**src/rtl/qpr_pkg.sv**
```systemverilog
// Shared types and constants for the quaternion point rotator.
// Used by every module of the block; depends on nothing.
`default_nettype none

package qpr_pkg;

  // Field widths
  localparam int CoordW = 16;  // Q8.8 coordinate, Q2.14 quaternion part
  localparam int ShiftW = 17;  // point minus center

  // Register indexes on the configuration port
  typedef enum logic [2:0] {
    CFG_QUAT_W   = 3'd0,
    CFG_QUAT_X   = 3'd1,
    CFG_QUAT_Y   = 3'd2,
    CFG_QUAT_Z   = 3'd3,
    CFG_CENTER_X = 3'd4,
    CFG_CENTER_Y = 3'd5,
    CFG_CENTER_Z = 3'd6
  } cfg_idx_e;

  // Reset values: identity rotation about (4.0, 4.0, 4.0)
  localparam logic signed [CoordW-1:0] QuatWReset   = 16'sd16384;
  localparam logic signed [CoordW-1:0] QuatVReset   = 16'sd0;
  localparam logic signed [CoordW-1:0] CenterReset  = 16'sd1024;

  // Input beat
  typedef struct packed {
    logic signed [CoordW-1:0] point_x;
    logic signed [CoordW-1:0] point_y;
    logic signed [CoordW-1:0] point_z;
  } point_t;

  // Output beat
  typedef struct packed {
    logic signed [CoordW-1:0] rotated_x;
    logic signed [CoordW-1:0] rotated_y;
    logic signed [CoordW-1:0] rotated_z;
    logic                     clipped;
  } rotated_t;

  typedef struct packed {
    logic signed [CoordW-1:0] w;
    logic signed [CoordW-1:0] x;
    logic signed [CoordW-1:0] y;
    logic signed [CoordW-1:0] z;
  } quat_t;

  typedef struct packed {
    logic signed [CoordW-1:0] x;
    logic signed [CoordW-1:0] y;
    logic signed [CoordW-1:0] z;
  } center_t;

  // Point relative to the center
  typedef struct packed {
    logic signed [ShiftW-1:0] x;
    logic signed [ShiftW-1:0] y;
    logic signed [ShiftW-1:0] z;
  } shift_t;

  // Entry of the queue between front and back
  typedef struct packed {
    point_t point;
    shift_t shift;
  } qpr_item_t;

endpackage

`default_nettype wire

```
**src/rtl/qpr_front.sv**
```systemverilog
// Front end: takes input beats, subtracts the center, hands entries to the queue.
// Depends on qpr_pkg.
`default_nettype none

module qpr_front (
  input  logic               clk_i,
  input  logic               rst_ni,
  input  logic               in_valid_i,
  output logic               in_stall_o,
  input  qpr_pkg::point_t    in_item_i,
  input  qpr_pkg::center_t   center_i,
  output logic               q_valid_o,
  input  logic               q_stall_i,
  output qpr_pkg::qpr_item_t q_item_o
);
  import qpr_pkg::*;

  logic      valid_q, valid_d;
  qpr_item_t item_q;
  logic      load;

  // Stall only while holding an entry the queue refuses
  assign in_stall_o = valid_q && q_stall_i;
  assign load       = in_valid_i && !in_stall_o;

  // Advance the holding register
  always_comb begin
    valid_d = valid_q;
    if (load) begin
      valid_d = 1'b1;
    end else if (!q_stall_i) begin
      valid_d = 1'b0;
    end
  end

  always_ff @(posedge clk_i or negedge rst_ni) begin
    if (!rst_ni) begin
      valid_q <= 1'b0;
    end else begin
      valid_q <= valid_d;
    end
  end

  // Shift the point by the center
  always_ff @(posedge clk_i) begin
    if (load) begin
      item_q.point   <= in_item_i;
      item_q.shift.x <= ShiftW'(in_item_i.point_x) - ShiftW'(center_i.x);
      item_q.shift.y <= ShiftW'(in_item_i.point_y) - ShiftW'(center_i.y);
      item_q.shift.z <= ShiftW'(in_item_i.point_z) - ShiftW'(center_i.z);
    end
  end

  assign q_valid_o = valid_q;
  assign q_item_o  = item_q;

endmodule

`default_nettype wire

```
**config.mk**
```make
export PLATFORM = sky130hd
export DESIGN_NAME = qpr_front
export DESIGN_NICKNAME = d
export VERILOG_FILES = /design/src/rtl/qpr_pkg.sv /design/src/rtl/qpr_front.sv
export SDC_FILE = /design/constraint.sdc
export NUM_CORES = 1
export LEC_CHECK = 0
export BUFFER_PORTS_ARGS = -buffer_cell sky130_fd_sc_hd__buf_4
export CORE_MARGIN = 8
export CORE_UTILIZATION = 30
export CTS_CLUSTER_SIZE = 40
export DETAILED_ROUTE_END_ITERATION = 6
export GPL_TIMING_DRIVEN = 0
export HOLD_SLACK_MARGIN = 0.08
export PLACE_DENSITY = 0.57
export SYNTH_ARGS = -nofsm -noshare
export SYNTH_HDL_FRONTEND = slang
export SYNTH_SLANG_ARGS = --single-unit
```
**constraint.sdc**
```tcl
create_clock -name clk_i -period 9.4 [get_ports clk_i]
set_input_delay 1.41 -clock clk_i [delete_from_list [all_inputs] [get_ports clk_i]]
set_output_delay 1.41 -clock clk_i [all_outputs]
set_load 0.1 [all_outputs]
```
==> results of run 1 <==
## worst paths after layout
kind,start,end,slack (ps)
max in group asynchronous,rst_ni,q_valid_o,8490
worst max register to register,q_valid_o,q_item_o[40],7580
min in group asynchronous,rst_ni,q_valid_o,830
worst min register to register,q_valid_o,q_valid_o,690
worst max-delay path,q_stall_i,in_stall_o,6000
worst min-delay path,q_valid_o,q_valid_o,690
## flip-flops by register name, summed over array words and instances, names as in the netlist
| register | count |
|---|---|
| q_valid_o | 1 |
| q_item_o | 99 |
## kinds of logic (layout without fill, tap and decap cells)
kind of cell | count (synthesis) | count (layout)
AOI/OAI and AO/OA | 120 | 120
DFF | 100 | 100
xor gates and xnor gates | 36 | 36
buffers and inverters | 68 | 286
adders and majority gates | 51 | 51
and+or+nand+nor | 76 | 76
## layer usage
layer,wire (µm),vias to the layer above
li1,-,2065
met1,5670,1942
met2,7160,147
met3,1230,22
met4,234,0
met5,0,-
## power groups by stage
stage / sequential (mW) / combinational [mW] / clock (mW)
after global routing: 0.557 / 0.565 / 0.393
after detailed placement: 0.564 / 0.537 / 0
after CTS: 0.554 / 0.538 / 0.381
final: 0.553 / 0.534 / 0.367
after global placement: 0.569 / 0.526 / 0
after floorplan: 0.820 / 0.148 / 0
## final cells by class
| class | instances | share of cell area, % |
|---|---|---|
| tap | 229 | 3.79 |
| buffer | 1 | 0.0497 |
| clock buffer | 10 | 3.03 |
| sequential | 100 | 39.7 |
| timing repair buffer | 203 | 20.8 |
| clock inverter | 5 | 0.712 |
| multi-input combinational | 283 | 28.7 |
| inverter | 67 | 3.34 |
## critical path: cells and delay by family
kind                   cells  cell delay [ps]
AND/OR/NAND/NOR            1              190
buffers and inverters      2              390
## cells in the mapped netlist, types with 7 or more instances
| cell | n | area share (%) |
|---|---|---|
| edfxtp_1 | 99 | 55 |
| inv_1 | 65 | 4.5 |
| ha_1 | 48 | 11 |
| a21oi_1 | 40 | 3.7 |
| xnor2_1 | 27 | 4.4 |
| nor2_1 | 20 | 1.4 |
| nand2_1 | 17 | 1.2 |
| nor2b_1 | 12 | 1.4 |
| o21ai_1 | 12 | 1.1 |
| o21a_1 | 11 | 1.5 |
| a21o_1 | 10 | 1.4 |
| o21ai_0 | 10 | 0.92 |
| xor2_1 | 9 | 1.5 |
| nand2b_1 | 7 | 0.81 |
## metrics by stage
| stage | instances | setup WS [ps] | hold slack, ps | power, mW |
|---|---|---|---|---|
| 2_1_floorplan | 451 | 2420 | 1110 | 0.968 |
| 3_3_place_gp | 880 | 649 | 605 | 1.09 |
| 3_5_place_dp | 883 | 5690 | 669 | 1.10 |
| 4_1_cts | 898 | 5990 | 697 | 1.47 |
| 5_1_grt | 898 | 5910 | 753 | 1.51 |
| 6_report | 898 | 6000 | 692 | 1.45 |
==> results.yml, run 1 <==
outcome:
  status: "complete, no violations"
synthesis:
  synth_top_flop_cell: "edfxtp_1"
  syn_inst: 451
  synth_compound_area_share_pct: 14.9
  yosys_warnings: 0
  ys_types: 51
  netlist_area_um2: 5410
  syn-num-nets: 602
  ys_ff_latch: 100
  synthSimpleGateAreaFrac_pct: 6.93
  yosysSeqAreaShare_pct: 55.4
  synth_edf_count: 99
  async_reset_ff_share_pct: 1.00
  synthMuxAreaShare_pct: 0
  synth_top_family_by_area: "compound AO/OA/AOI/OAI gates"
  syn_area_per_cell_um2: 12.0
  synthAdderAreaFrac_pct: 12.2
  synth_xor_area_share_pct: 5.83
clock_tree:
  clkTransAtPathRegs_ps: 70
  cts_resized: 0
  h-tree-depth: 3
  insertion_delay_ps: 340
  numCtsBuffers: 9
  cts_hold_buf: 0
  postCtsSetupBuffers: 0
  cts.path.max_buffers: 2
  clkSinkCount: 100
  clk_root_buffer_cell: "clkbuf_16"
  tritoncts: "yes"
routing:
  drt_iter0_markers: 214
  drtPass1Iterations: 5
  viasPerCell: 4.65
  wire_per_inst_um: 15.9
  vias: 4176
  drc: 0
  routed_wl_um: 14300
  ant_nets: 0
layout:
  nets: 816
  stdcell_area_um2: 7560
  area_delta_synth_final_pct: 39.6
  final_common_cell: "buf_4"
  layout_common_cells: "buf_4 (200), edfxtp_1 (99), inv_1 (65)"
  diodes: 0
  seq_area_um2: 3000
  fillCellCount: 1700
  layout-drive-gt1-share_pct: 34.2
  final_util_pct: 42.4
  multi_input_area_um2: 2170
timing:
  tightest_slew_ps: 563
  min_period_ps: 3400
  fmax_mhz: 294
  fin_skew_ps: 8.15
  setup_viol: 0
  drv_slew: 0
  grt_setup_unrepaired: "no"
  slew-limit-headroom_pct: 62.4
  fin_crit_sh_pct: 36.2
  fin_setup_tns_ps: 0
  finalHoldViolCount: 0
global_route:
  track_usage_pct: 12.4
  grt_first_pass_wirelength_um: 22100
  use_met1_pct: 13.4
  met3_usage_pct: 3.73
  grt_pass1_vias: 4458
  grt_max_degree: 35
  grt.overflow.total: 0
  busiest_layer: "met2"
  grtUsageMet2_pct: 22.0
  antenna_found_initial: 0
power_and_ir_drop:
  power.share.sequential_pct: 38.0
  pwr_density_cell_nw_per_um2: 192
  comb_power_share_pct: 36.7
  p_int_mw: 0.894
  power.share.switching_pct: 38.5
  pwr-share-clk_pct: 25.2
  peakVddDrop_uv: 89.6
  p_leak_nw: 3.35
  power.switching_mw: 0.560
worst_setup_path:
  start_kind: "primary input"
  cp.required_ps: 7990
  crit_chain: "buf_4 > and2_1 > buf_4"
  path_common_cell: "buf_4"
  cp-end-kind: "primary output"
  slowest_stage: "buf_4"
  slowest_delay_ps: 320
  worstSetupPathType: "primary input to primary output"
  cp_max_fo: 3
  ff2ff_path_depth: 4
  cp_data_arrival_time_ps: 1990
place:
  gp_congestion: 0.752
  postPlaceCellArea_um2: 7280
  port_buffers: 200
  dp_hpwl_um: 11800
hold_path:
  min_path_type: "register to register"
  whs_path_depth: 2
die:
  rows: 49
  core_area_um2: 17800
  dieArea_um2: 22600
  ioPinCount: 201
  dieHeight_um: 150
  dieWidth_um: 150
  initial_core_util_pct: 30.3
run:
  maxCapViolations: 0
No activity file was read; power rests on OpenSTA's default activity.
==> inputs of run 2 (changes only) <==
Clock period 9.4 ns to 3.2 ns, I/O delays scaled along.
==> run 2 against run 1 <==
  * Die area is the same
  * Highest routed layer unchanged
  * Critical endpoint is now q_item_o[50]
  * Routed wire length shrank 0.92%
  * Non-clock buffer count grew 1
  * Largest power group unchanged
  * Critical path type is now primary input to register
  * Via count shrank 1.5%
==> results.yml, run 2 (synthesis results as in run 1) <==
global_route:
  grt_pass1_vias: 4384
  grt.overflow.total: 0
  antenna_found_initial: 0
  grt_max_degree: 36
  grt_first_pass_wirelength_um: 21700
  track_usage_pct: 12.2
clock_tree:
  cts_hold_buf: 1
  clk_root_buffer_cell: "clkbuf_16"
  postCtsSetupBuffers: 0
  cts_resized: 0
  h-tree-depth: 3
  clkSinkCount: 100
  tritoncts: "yes"
  cts.path.max_buffers: 2
  insertion_delay_ps: 350
  numCtsBuffers: 9
  clkTransAtPathRegs_ps: 70
layout:
  area_delta_synth_final_pct: 39.9
  final_util_pct: 42.5
  final_common_cell: "buf_4"
  fillCellCount: 1724
  largest_register_ffs: 99
  layout-drive-gt1-share_pct: 34.1
  layout_common_cells: "buf_4 (200), edfxtp_1 (99), inv_1 (65)"
  nets: 817
  stdcell_area_um2: 7570
  diodes: 0
worst_setup_path:
  worstSetupPathType: "primary input to register"
  start_kind: "primary input"
  cp_max_fo: 3
  cp-end-kind: "register"
  crit_path_start: "in_item_i[32]"
  cp.required_ps: 3280
  cp_data_arrival_time_ps: 2410
  reg2reg_from: "q_valid_o"
power_and_ir_drop:
  peakVddDrop_uv: 250
  p_int_mw: 2.63
  power.share.switching_pct: 38.6
  p_leak_nw: 3.36
  power.switching_mw: 1.65
  pwr-share-clk_pct: 25.4
  power.share.sequential_pct: 37.9
  pwr_density_cell_nw_per_um2: 565
  comb_power_share_pct: 36.6
routing:
  drt_iter0_markers: 123
  vias: 4112
  ant_nets: 0
  routed_wl_um: 14200
  drtPass1Iterations: 4
  viasPerCell: 4.57
  wire_per_inst_um: 15.7
  drc: 0
timing:
  drv_slew: 0
  fin_crit_sh_pct: 72.8
  fin_skew_ps: 10.0
  slew-limit-headroom_pct: 62.2
  fmax_mhz: 429
  fin_ws_ps: 871
  finalHoldViolCount: 0
  grt_setup_unrepaired: "no"
  setup_viol: 0
  min_period_ps: 2330
  tightest_slew_ps: 565
place:
  dp_hpwl_um: 11500
  pre_cts_slack_ps: 504
  postPlaceCellArea_um2: 7280
  gp_congestion: 0.803
  port_buffers: 200
die:
  ioPinCount: 201
  rows: 49
  initial_core_util_pct: 30.3
  dieArea_um2: 22600
  dieHeight_um: 150
  dieWidth_um: 150
  core_area_um2: 17800
hold_path:
  hold_start: "in_item_i[0]"
  min_path_type: "primary input to register"
run:
  maxCapViolations: 0
outcome:
  status: "complete, no violations"
[run 2: final timing paths]
kind | end | slack, ps | cells after the start
setup / recovery | q_item_o[50] | 870 | 10
hold / removal | q_item_o[51] | 310 | 1
setup reg to reg | q_item_o[47] | 1560 | 3
hold reg to reg | q_valid_o | 650 | 2
max in group asynchronous | q_valid_o | 2670 | 2
min in group asynchronous | q_valid_o | 450 | 2
[run 2: power groups by stage]
stage	Clock, mW	Sequential [mW]	Combinational, mW
after floorplan	0	2.40	0.438
after global placement	0	1.66	1.55
after detailed placement	0	1.65	1.58
after CTS	1.13	1.63	1.58
after global routing	1.18	1.63	1.66
final	1.09	1.62	1.57
[run 2: metal layers]
| layer | vias up | routed length [µm] | global-route usage, % |
|---|---|---|---|
| met4 | 0 | 238 | 4.30 |
| met5 | - | 0 | 0 |
| met2 | 131 | 6890 | 20.8 |
| met3 | 13 | 1090 | 4.39 |
| met1 | 1899 | 5950 | 13.9 |
| li1 | 2069 | - | - |
[run 2: per-stage QoR]
stage / power (mW) / std cells / hold WS, ps / TNS (ps)
floorplan: 2.84 / 451 / 184 / 0
global placement: 3.21 / 880 / 255 / -12920
detailed placement: 3.23 / 883 / 257 / 0
CTS: 4.34 / 900 / 292 / 0
global route: 4.47 / 900 / 291 / 0
finish: 4.28 / 900 / 313 / 0
[run 2: cell type report]
type	count	area, µm²	area share, %
clock buffer	11	233	3.07
tap	229	287	3.78
buffer	1	3.75	0.0496
sequential	100	3000	39.6
timing repair buffer	204	1580	20.8
clock inverter	5	52.6	0.694
multi-input combinational	283	2170	28.6
inverter	67	253	3.34
[run 2: critical path: stages]
cell and delay, ps:
buf_4 80, inv_1 30, ha_1 220, fa_1 400, nand2b_1 180, a21oi_1 190
o21a_1 210, a41oi_2 190, a31oi_1 290, a221oi_1 120
