**src/rtl/qpr_pkg.sv**
```systemverilog
// Shared types and constants for the quaternion point rotator.
// Used by every module of the block; depends on nothing.
`default_nettype none

package qpr_pkg;

  // Field widths
  localparam int CoordW = 16;  // Q8.8 coordinate, Q2.14 quaternion part
  localparam int ShiftW = 17;  // point minus center

  // Register indexes on the configuration port
  typedef enum logic [2:0] {
    CFG_QUAT_W   = 3'd0,
    CFG_QUAT_X   = 3'd1,
    CFG_QUAT_Y   = 3'd2,
    CFG_QUAT_Z   = 3'd3,
    CFG_CENTER_X = 3'd4,
    CFG_CENTER_Y = 3'd5,
    CFG_CENTER_Z = 3'd6
  } cfg_idx_e;

  // Reset values: identity rotation about (4.0, 4.0, 4.0)
  localparam logic signed [CoordW-1:0] QuatWReset   = 16'sd16384;
  localparam logic signed [CoordW-1:0] QuatVReset   = 16'sd0;
  localparam logic signed [CoordW-1:0] CenterReset  = 16'sd1024;

  // Input beat
  typedef struct packed {
    logic signed [CoordW-1:0] point_x;
    logic signed [CoordW-1:0] point_y;
    logic signed [CoordW-1:0] point_z;
  } point_t;

  // Output beat
  typedef struct packed {
    logic signed [CoordW-1:0] rotated_x;
    logic signed [CoordW-1:0] rotated_y;
    logic signed [CoordW-1:0] rotated_z;
    logic                     clipped;
  } rotated_t;

  typedef struct packed {
    logic signed [CoordW-1:0] w;
    logic signed [CoordW-1:0] x;
    logic signed [CoordW-1:0] y;
    logic signed [CoordW-1:0] z;
  } quat_t;

  typedef struct packed {
    logic signed [CoordW-1:0] x;
    logic signed [CoordW-1:0] y;
    logic signed [CoordW-1:0] z;
  } center_t;

  // Point relative to the center
  typedef struct packed {
    logic signed [ShiftW-1:0] x;
    logic signed [ShiftW-1:0] y;
    logic signed [ShiftW-1:0] z;
  } shift_t;

  // Entry of the queue between front and back
  typedef struct packed {
    point_t point;
    shift_t shift;
  } qpr_item_t;

endpackage

`default_nettype wire

```
**src/rtl/qpr_queue.sv**
```systemverilog
// Short queue between the front end and the arithmetic back end.
// Depends on qpr_pkg.
`default_nettype none

module qpr_queue #(
  parameter int Depth = 2
) (
  input  logic               clk_i,
  input  logic               rst_ni,
  input  logic               push_valid_i,
  output logic               push_stall_o,
  input  qpr_pkg::qpr_item_t push_item_i,
  output logic               pop_valid_o,
  input  logic               pop_stall_i,
  output qpr_pkg::qpr_item_t pop_item_o
);
  import qpr_pkg::*;

  localparam int PtrW = (Depth > 1) ? $clog2(Depth) : 1;
  localparam int CntW = $clog2(Depth + 1);

  qpr_item_t           mem_q [Depth];
  logic [PtrW-1:0]     wr_ptr_q, wr_ptr_d;
  logic [PtrW-1:0]     rd_ptr_q, rd_ptr_d;
  logic [CntW-1:0]     cnt_q, cnt_d;
  logic                push, pop;

  assign push_stall_o = (cnt_q == CntW'(Depth));
  assign pop_valid_o  = (cnt_q != '0);
  assign push         = push_valid_i && !push_stall_o;
  assign pop          = pop_valid_o && !pop_stall_i;
  assign pop_item_o   = mem_q[rd_ptr_q];

  // Advance pointers and fill count
  always_comb begin
    wr_ptr_d = wr_ptr_q;
    rd_ptr_d = rd_ptr_q;
    cnt_d    = cnt_q;
    if (push) begin
      wr_ptr_d = (wr_ptr_q == PtrW'(Depth - 1)) ? '0 : wr_ptr_q + PtrW'(1);
    end
    if (pop) begin
      rd_ptr_d = (rd_ptr_q == PtrW'(Depth - 1)) ? '0 : rd_ptr_q + PtrW'(1);
    end
    if (push && !pop) begin
      cnt_d = cnt_q + CntW'(1);
    end else if (pop && !push) begin
      cnt_d = cnt_q - CntW'(1);
    end
  end

  always_ff @(posedge clk_i or negedge rst_ni) begin
    if (!rst_ni) begin
      wr_ptr_q <= '0;
      rd_ptr_q <= '0;
      cnt_q    <= '0;
    end else begin
      wr_ptr_q <= wr_ptr_d;
      rd_ptr_q <= rd_ptr_d;
      cnt_q    <= cnt_d;
    end
  end

  // Write the entry
  always_ff @(posedge clk_i) begin
    if (push) begin
      mem_q[wr_ptr_q] <= push_item_i;
    end
  end

endmodule

`default_nettype wire

```
**config.mk**
```make
export PLATFORM = sky130hd
export DESIGN_NAME = qpr_queue
export DESIGN_NICKNAME = d
export VERILOG_FILES = /design/src/rtl/qpr_pkg.sv /design/src/rtl/qpr_queue.sv
export SDC_FILE = /design/constraint.sdc
export NUM_CORES = 1
export LEC_CHECK = 0
export ABC_CLOCK_PERIOD_IN_PS = 16650
export BUFFER_PORTS_ARGS = -buffer_cell sky130_fd_sc_hd__clkbuf_2
export CORE_MARGIN = 5
export CORE_UTILIZATION = 45
export DETAILED_ROUTE_END_ITERATION = 7
export PLACE_DENSITY = 0.7
export SKIP_CTS_REPAIR_TIMING = 1
export SLEW_MARGIN = 20
export SYNTH_ARGS = -nofsm -noshare
export SYNTH_HDL_FRONTEND = slang
export SYNTH_SLANG_ARGS = --single-unit
```
**constraint.sdc**
```tcl
create_clock -name clk_i -period 16.65 [get_ports clk_i]
set_input_delay 0.8325 -clock clk_i [delete_from_list [all_inputs] [get_ports clk_i]]
set_output_delay 0.8325 -clock clk_i [all_outputs]
set_load 0.01 [all_outputs]
```
==> results of run 1 <==
state kept, by name, summed over array words and instances, names as in the netlist:
| name | flops |
|---|---|
| rd_ptr_q | 1 |
| cnt_q | 2 |
| wr_ptr_q | 1 |
| mem_q | 198 |
worst max-delay path, delay by kind of cell (launching register included):
kind	cells	cell delay [ns]
buf+inv	2	1.02
flops	1	0.94
mux	1	0.36
placed cells by master, fill, tap and decap left out, drive strengths merged:
| cell type | synthesis | final |
|---|---|---|
| xor2 | 2 | 2 |
| xnor2 | 3 | 3 |
| nand2b | 2 | 2 |
| buf | 11 | 4 |
| mux2 | 99 | 99 |
| clkbuf | 0 | 227 |
| ha | 1 | 1 |
| and3 | 1 | 1 |
| edfxtp | 198 | 198 |
| clkinvlp | 0 | 2 |
| nand2 | 1 | 1 |
| clkinv | 0 | 6 |
| bufinv | 0 | 5 |
| nor2 | 2 | 2 |
| or2 | 1 | 1 |
| inv | 2 | 2 |
| dfrtp | 4 | 4 |
per-stage QoR:
| step | hold WS [ns] | cells | power, W | area (sq um) | util [%] |
|---|---|---|---|---|---|
| floorplan | 0.456 | 327 | 0.00118 | 7850 | - |
| global placement | 0.473 | 747 | 0.00130 | 8970 | 52.2 |
| detailed placement | 0.487 | 748 | 0.00131 | 8990 | 52.3 |
| CTS | 0.126 | 785 | 0.00181 | 9720 | 56.6 |
| global route | 0.127 | 785 | 0.00186 | 9720 | 56.6 |
| finish | 0.150 | 785 | 0.00178 | 9720 | 56.6 |
cells in the mapped netlist:
master	instances	area (sq um)
nor2_1	2	7.51
xor2_1	2	17.5
inv_1	2	7.51
edfxtp_1	198	5950
mux2_4	99	1490
xnor2_1	3	26.3
nand2_1	1	3.75
or2_2	1	6.26
buf_12	10	200
ha_1	1	12.5
nand2b_2	1	8.76
nand2b_1	1	6.26
dfrtp_1	4	100
and3_1	1	6.26
buf_6	1	11.3
final timing paths:
check	start	endpoint	depth (start not counted)	slack [ns]
worst max-delay path	rd_ptr_q	pop_item_o[41]	3	12.87
worst min-delay path	rst_ni	rd_ptr_q	1	0.15
worst max register to register	cnt_q[0]	mem_q[0][15]	4	14.31
worst min register to register	cnt_q[1]	cnt_q[1]	1	0.50
max in group asynchronous	rst_ni	rd_ptr_q	1	16.36
min in group clk_i	cnt_q[1]	cnt_q[1]	1	0.50
cell families (layout without fill, tap and decap cells):
| kind of cell | after synthesis | after routing |
|---|---|---|
| XOR/XNOR | 5 | 5 |
| adder cells (fa/ha/maj) | 1 | 1 |
| buffers and inverters | 13 | 246 |
| flip-flops | 202 | 202 |
| multiplexers | 99 | 99 |
| AND/OR/NAND/NOR | 7 | 7 |
power groups by stage:
stage	Sequential, W	Combinational, W	Clock (W)
6_report	0.000754	0.000533	0.000487
5_1_grt	0.000768	0.000570	0.000523
4_1_cts	0.000757	0.000548	0.000500
3_5_place_dp	0.000767	0.000546	0
3_3_place_gp	0.000761	0.000534	0
2_1_floorplan	0.000742	0.000433	0
area by class of cell:
| cell class | instances | area share [%] |
|---|---|---|
| flip-flops and latches | 202 | 62.2 |
| multi-input cells | 112 | 16.4 |
| repair buffers | 207 | 10.9 |
| clock buffers | 24 | 5.52 |
| well taps | 225 | 2.90 |
| clock inverters | 13 | 1.99 |
| inverters | 2 | 0.0772 |
layer usage:
metal,vias up,global-route usage [%],routed length [microns]
li1,1738,-,-
met1,1815,16.7,5450
met2,145,22.5,6780
met3,26,5.28,1490
met4,4,3.64,261
met5,-,0,27
==> qor.csv, run 1 <==
stage,metric,value,unit
outcome,outcome,finished clean,
floorplan,die_x,142,microns
yosys,synth_compound_gate_area_share,0,%
sta,fin_crit_sh,22.7,%
yosys,synth_seq_cells,202,
sta,rsz0062_at_grt,no,
power_and_ir_drop,power-per-cell-area,183,mW/mm^2
power_and_ir_drop,peakVddDrop,145,uV
cts,tritoncts.num_buffers,21,
final_layout,drive_above_1_share,61.4,%
route,routedWlPerCell,17.9,microns
global_routing,antenna_found_initial,2,
route,vias,3728,
global_routing,grt_overflow,0,
min_path,hold_path.class,in2async,
sta,clock_skew,0.00651,ns
cts,clock_latency,0.48,ns
global_routing,grt_max_degree,58,
power_and_ir_drop,netSwitchingPower,0.000489,W
power_and_ir_drop,clkPwrFrac,27.5,%
sta,final_max_slew_viol_count,0,
final_layout,area_growth,23.9,%
power_and_ir_drop,sw_frac_of_total,27.6,%
yosys,synth_area_per_cell,24.0,sq um
cts,htreeDepth,1,
worst_setup_path,cp_max_fo,57,
yosys,synthXorXnorAreaFrac,0.558,%
cts,clockBufferDepth,3,
final_layout,num_antenna_cells,0,
yosys,synth_area,0.00785,sq mm
global_routing,grt_usage,13.6,%
route,dr.pass1.iters,4,
run,cap_violations,0,
yosys,yosysUniqueCellTypes,15,
yosys,synthMuxAreaShare,18.9,%
final_layout,nNetsFinal,650,
floorplan,rows,48,
sta,clock.fmax,264,MHz
worst_setup_path,cp-end-kind,primary output,
route,drt_iter0_markers,182,
worst_setup_path,max_stage_delay,0.94,ns
floorplan,start_util,45.7,%
placed_design,routabilityCongestion,0.756,
final_layout,fill_cells,1373,
worst_setup_path,crit_required,15.82,ns
sta,hold_viol,0,
floorplan,core,0.0172,sq mm
yosys,synth_nets,431,
placed_design,dp_hpwl,9720,microns
route,wirelength,14000,microns
floorplan,ioPinCount,204,
placed_design,place_ws,13.35,ns
power_and_ir_drop,pwr-share-comb,30.0,%
cts,clk_pin_slew,0.06,ns
worst_setup_path,path_class,reg2out,
worst_setup_path,crit_chain,"buf_4, mux2_4, clkbuf_2",
yosys,ys_warn_count,0,
sta,tns,0,ns
sta,setup_slack,12.87,ns
route,drtAntennaViolNets,0,
floorplan,fp.dieArea,0.0202,sq mm
yosys,yosys.area_share.simple,0.494,%
worst_setup_path,slowest_stage,dfrtp_4,
cts,cts_tree,built,
route,drc,0,
final_layout,multi_input_comb_area,0.00159,sq mm
global_routing,grt_pass1_vias,4089,
sta,worst_pin_slew,1.04,ns
power_and_ir_drop,internal-power,0.00129,W
cts,root_buffer,clkbuf_16,
yosys,yosysSeqAreaShare,77.1,%
cts,cts.sinks,202,
sta,slew_headroom,30.8,%
yosys,synth_fa_ha_area_share,0.159,%
worst_setup_path,critPathArrivalTime,2.95,ns
power_and_ir_drop,leakage,3.98,nW
power_and_ir_drop,power_frac_seq,42.5,%
yosys,synth_top_family_by_area,multiplexers,
global_routing,grt_pass1_wl,21600,microns
final_layout,regArea,0.00605,sq mm
route,viasPerCell,4.75,
worst_setup_path,cp-start-kind,register,
yosys,postSynthCellCount,327,
sta,final.min_clock_period,3.78,ns
sta,setup_violations,0,
floorplan,die_h,142,microns
placed_design,io_buffers,203,
Note: power is estimated with default switching activity, not from simulation.
==> run 2: changes to the inputs <==
- ABC_CLOCK_PERIOD_IN_PS: 16650 -> 3700
- clock period: 16.65 -> 3.7 ns (I/O delays scaled with it)
==> qor.csv, run 2 (synthesis gave the netlist of run 1 again) <==
stage,metric,value,unit
outcome,outcome,finished clean,
route,drtAntennaViolNets,0,
sta,tns,0,ns
min_path,hold_path.class,in2reg,
power_and_ir_drop,sw_frac_of_total,28.7,%
route,viasPerCell,4.68,
power_and_ir_drop,leakage,4.34,nW
worst_setup_path,critPathArrivalTime,2.17,ns
final_layout,nNetsFinal,750,
global_routing,grt_pass1_vias,4110,
final_layout,post-route-util,61.7,%
worst_setup_path,cp_max_fo,58,
final_layout,final_cell_mix,"clkbuf_2 (203), edfxtp_1 (198), dlygate4sd3_1 (100)",
final_layout,reg_top3,"mem_q x198, cnt_q x2",
route,wirelength,15100,microns
cts,root_buffer,clkbuf_16,
route,routedWlPerCell,17.0,microns
sta,final.min_clock_period,2.35,ns
placed_design,place_area,0.00902,sq mm
cts,clockBufferDepth,3,
route,vias,4138,
route,drt_iter0_markers,177,
worst_setup_path,cp-end-kind,primary output,
power_and_ir_drop,netSwitchingPower,0.00221,W
power_and_ir_drop,internal-power,0.00550,W
sta,final_max_slew_viol_count,0,
sta,hold_viol,0,
cts,cts.sinks,202,
floorplan,ioPinCount,204,
placed_design,routabilityCongestion,0.711,
final_layout,layout_commonest_cell,clkbuf_2,
global_routing,grt_overflow,0,
sta,rsz0062_at_grt,no,
sta,slew_headroom,44.4,%
final_layout,drive_above_1_share,51.5,%
sta,clock.fmax,425,MHz
floorplan,core,0.0172,sq mm
sta,clock_skew,0.00571,ns
power_and_ir_drop,pwr-share-comb,33.4,%
global_routing,grt_usage,13.3,%
placed_design,dp_hpwl,9310,microns
power_and_ir_drop,power_frac_seq,43.2,%
global_routing,grt_max_degree,80,
floorplan,die_h,142,microns
route,dr.pass1.iters,4,
floorplan,die_x,142,microns
cts,clock_latency,0.48,ns
cts,htreeDepth,1,
placed_design,place_ws,1.57,ns
placed_design,io_buffers,203,
sta,setup_violations,0,
sta,setup_slack,1.35,ns
cts,clk_pin_slew,0.05,ns
floorplan,rows,48,
worst_setup_path,cp-start-kind,register,
floorplan,start_util,45.7,%
sta,fin_crit_sh,63.6,%
final_layout,stdcell_area,0.0106,sq mm
final_layout,top_register,mem_q,
sta,worst_pin_slew,0.835,ns
run,cap_violations,0,
power_and_ir_drop,peakVddDrop,513,uV
final_layout,largest_reg_flops,198,
floorplan,fp.dieArea,0.0202,sq mm
power_and_ir_drop,power-per-cell-area,727,mW/mm^2
worst_setup_path,crit_required,3.51,ns
global_routing,antenna_found_initial,2,
final_layout,area_growth,35.2,%
global_routing,grt_pass1_wl,21200,microns
route,drc,0,
cts,cts_tree,built,
cts,tritoncts.num_buffers,21,
worst_setup_path,path_class,reg2out,
power_and_ir_drop,clkPwrFrac,23.4,%
run 2: changes by cell type in the layout (fill, tap and decap cells not counted):
cell / delta
buf_4: -2
dlygate4sd3_1: +100
clkinv_2: +2
bufinv_16: -5
clkinvlp_4: -2
diode_2: +1
buf_12: +2
clkinv_1: +3
run 2: final cells by class:
cell class	count	area (sq um)
multi-input combinational	112	1590
sequential	202	6050
clock inverter	11	50.0
tap	225	282
fill	1232	6570
clock buffer	24	537
inverter	2	7.51
antenna	1	2.50
timing repair buffer	307	2080
run 2: power groups by stage:
stage	combinational [W]	sequential, W	clock, W
2_1_floorplan	0.00195	0.00332	0
5_1_grt	0.00275	0.00339	0.00198
3_3_place_gp	0.00251	0.00335	0
3_5_place_dp	0.00253	0.00339	0
4_1_cts	0.00254	0.00334	0.00187
6_report	0.00257	0.00333	0.00181
run 2: worst paths after layout:
kind / start / end / slack, ns / depth (start not counted)
worst max-delay path: rd_ptr_q / pop_item_o[78] / 1.35 / 3
worst min-delay path: pop_stall_i / rd_ptr_q / 0.03 / 3
worst max register to register: cnt_q[0] / mem_q[0][42] / 1.56 / 4
worst min register to register: cnt_q[1] / cnt_q[1] / 0.52 / 1
max in group asynchronous: rst_ni / rd_ptr_q / 3.50 / 2
min in group asynchronous: rst_ni / wr_ptr_q / 0.06 / 2
run 2: per-layer routing:
layer,vias up,global-route usage [%],part of all wire (%)
li1,1932,-,-
met5,-,0,0.086
met3,34,4.97,8.7
met2,155,23.1,52
met4,2,4.09,2.2
met1,2015,15.4,37
run 2: stage by stage:
| stage | cells | total power [W] | hold WS [ns] |
|---|---|---|---|
| 2_1_floorplan | 327 | 0.00527 | -0.111 |
| 3_3_place_gp | 748 | 0.00586 | -0.00183 |
| 3_5_place_dp | 748 | 0.00591 | -0.00303 |
| 4_1_cts | 783 | 0.00775 | -0.520 |
| 5_1_grt | 884 | 0.00811 | 0.0457 |
| 6_report | 884 | 0.00771 | 0.0283 |
run 2: worst max-delay path: stages, from the launching register on:
cell and delay, ns:
dfrtp_4 0.71, buf_12 0.41, mux2_4 0.35, clkbuf_2 0.13
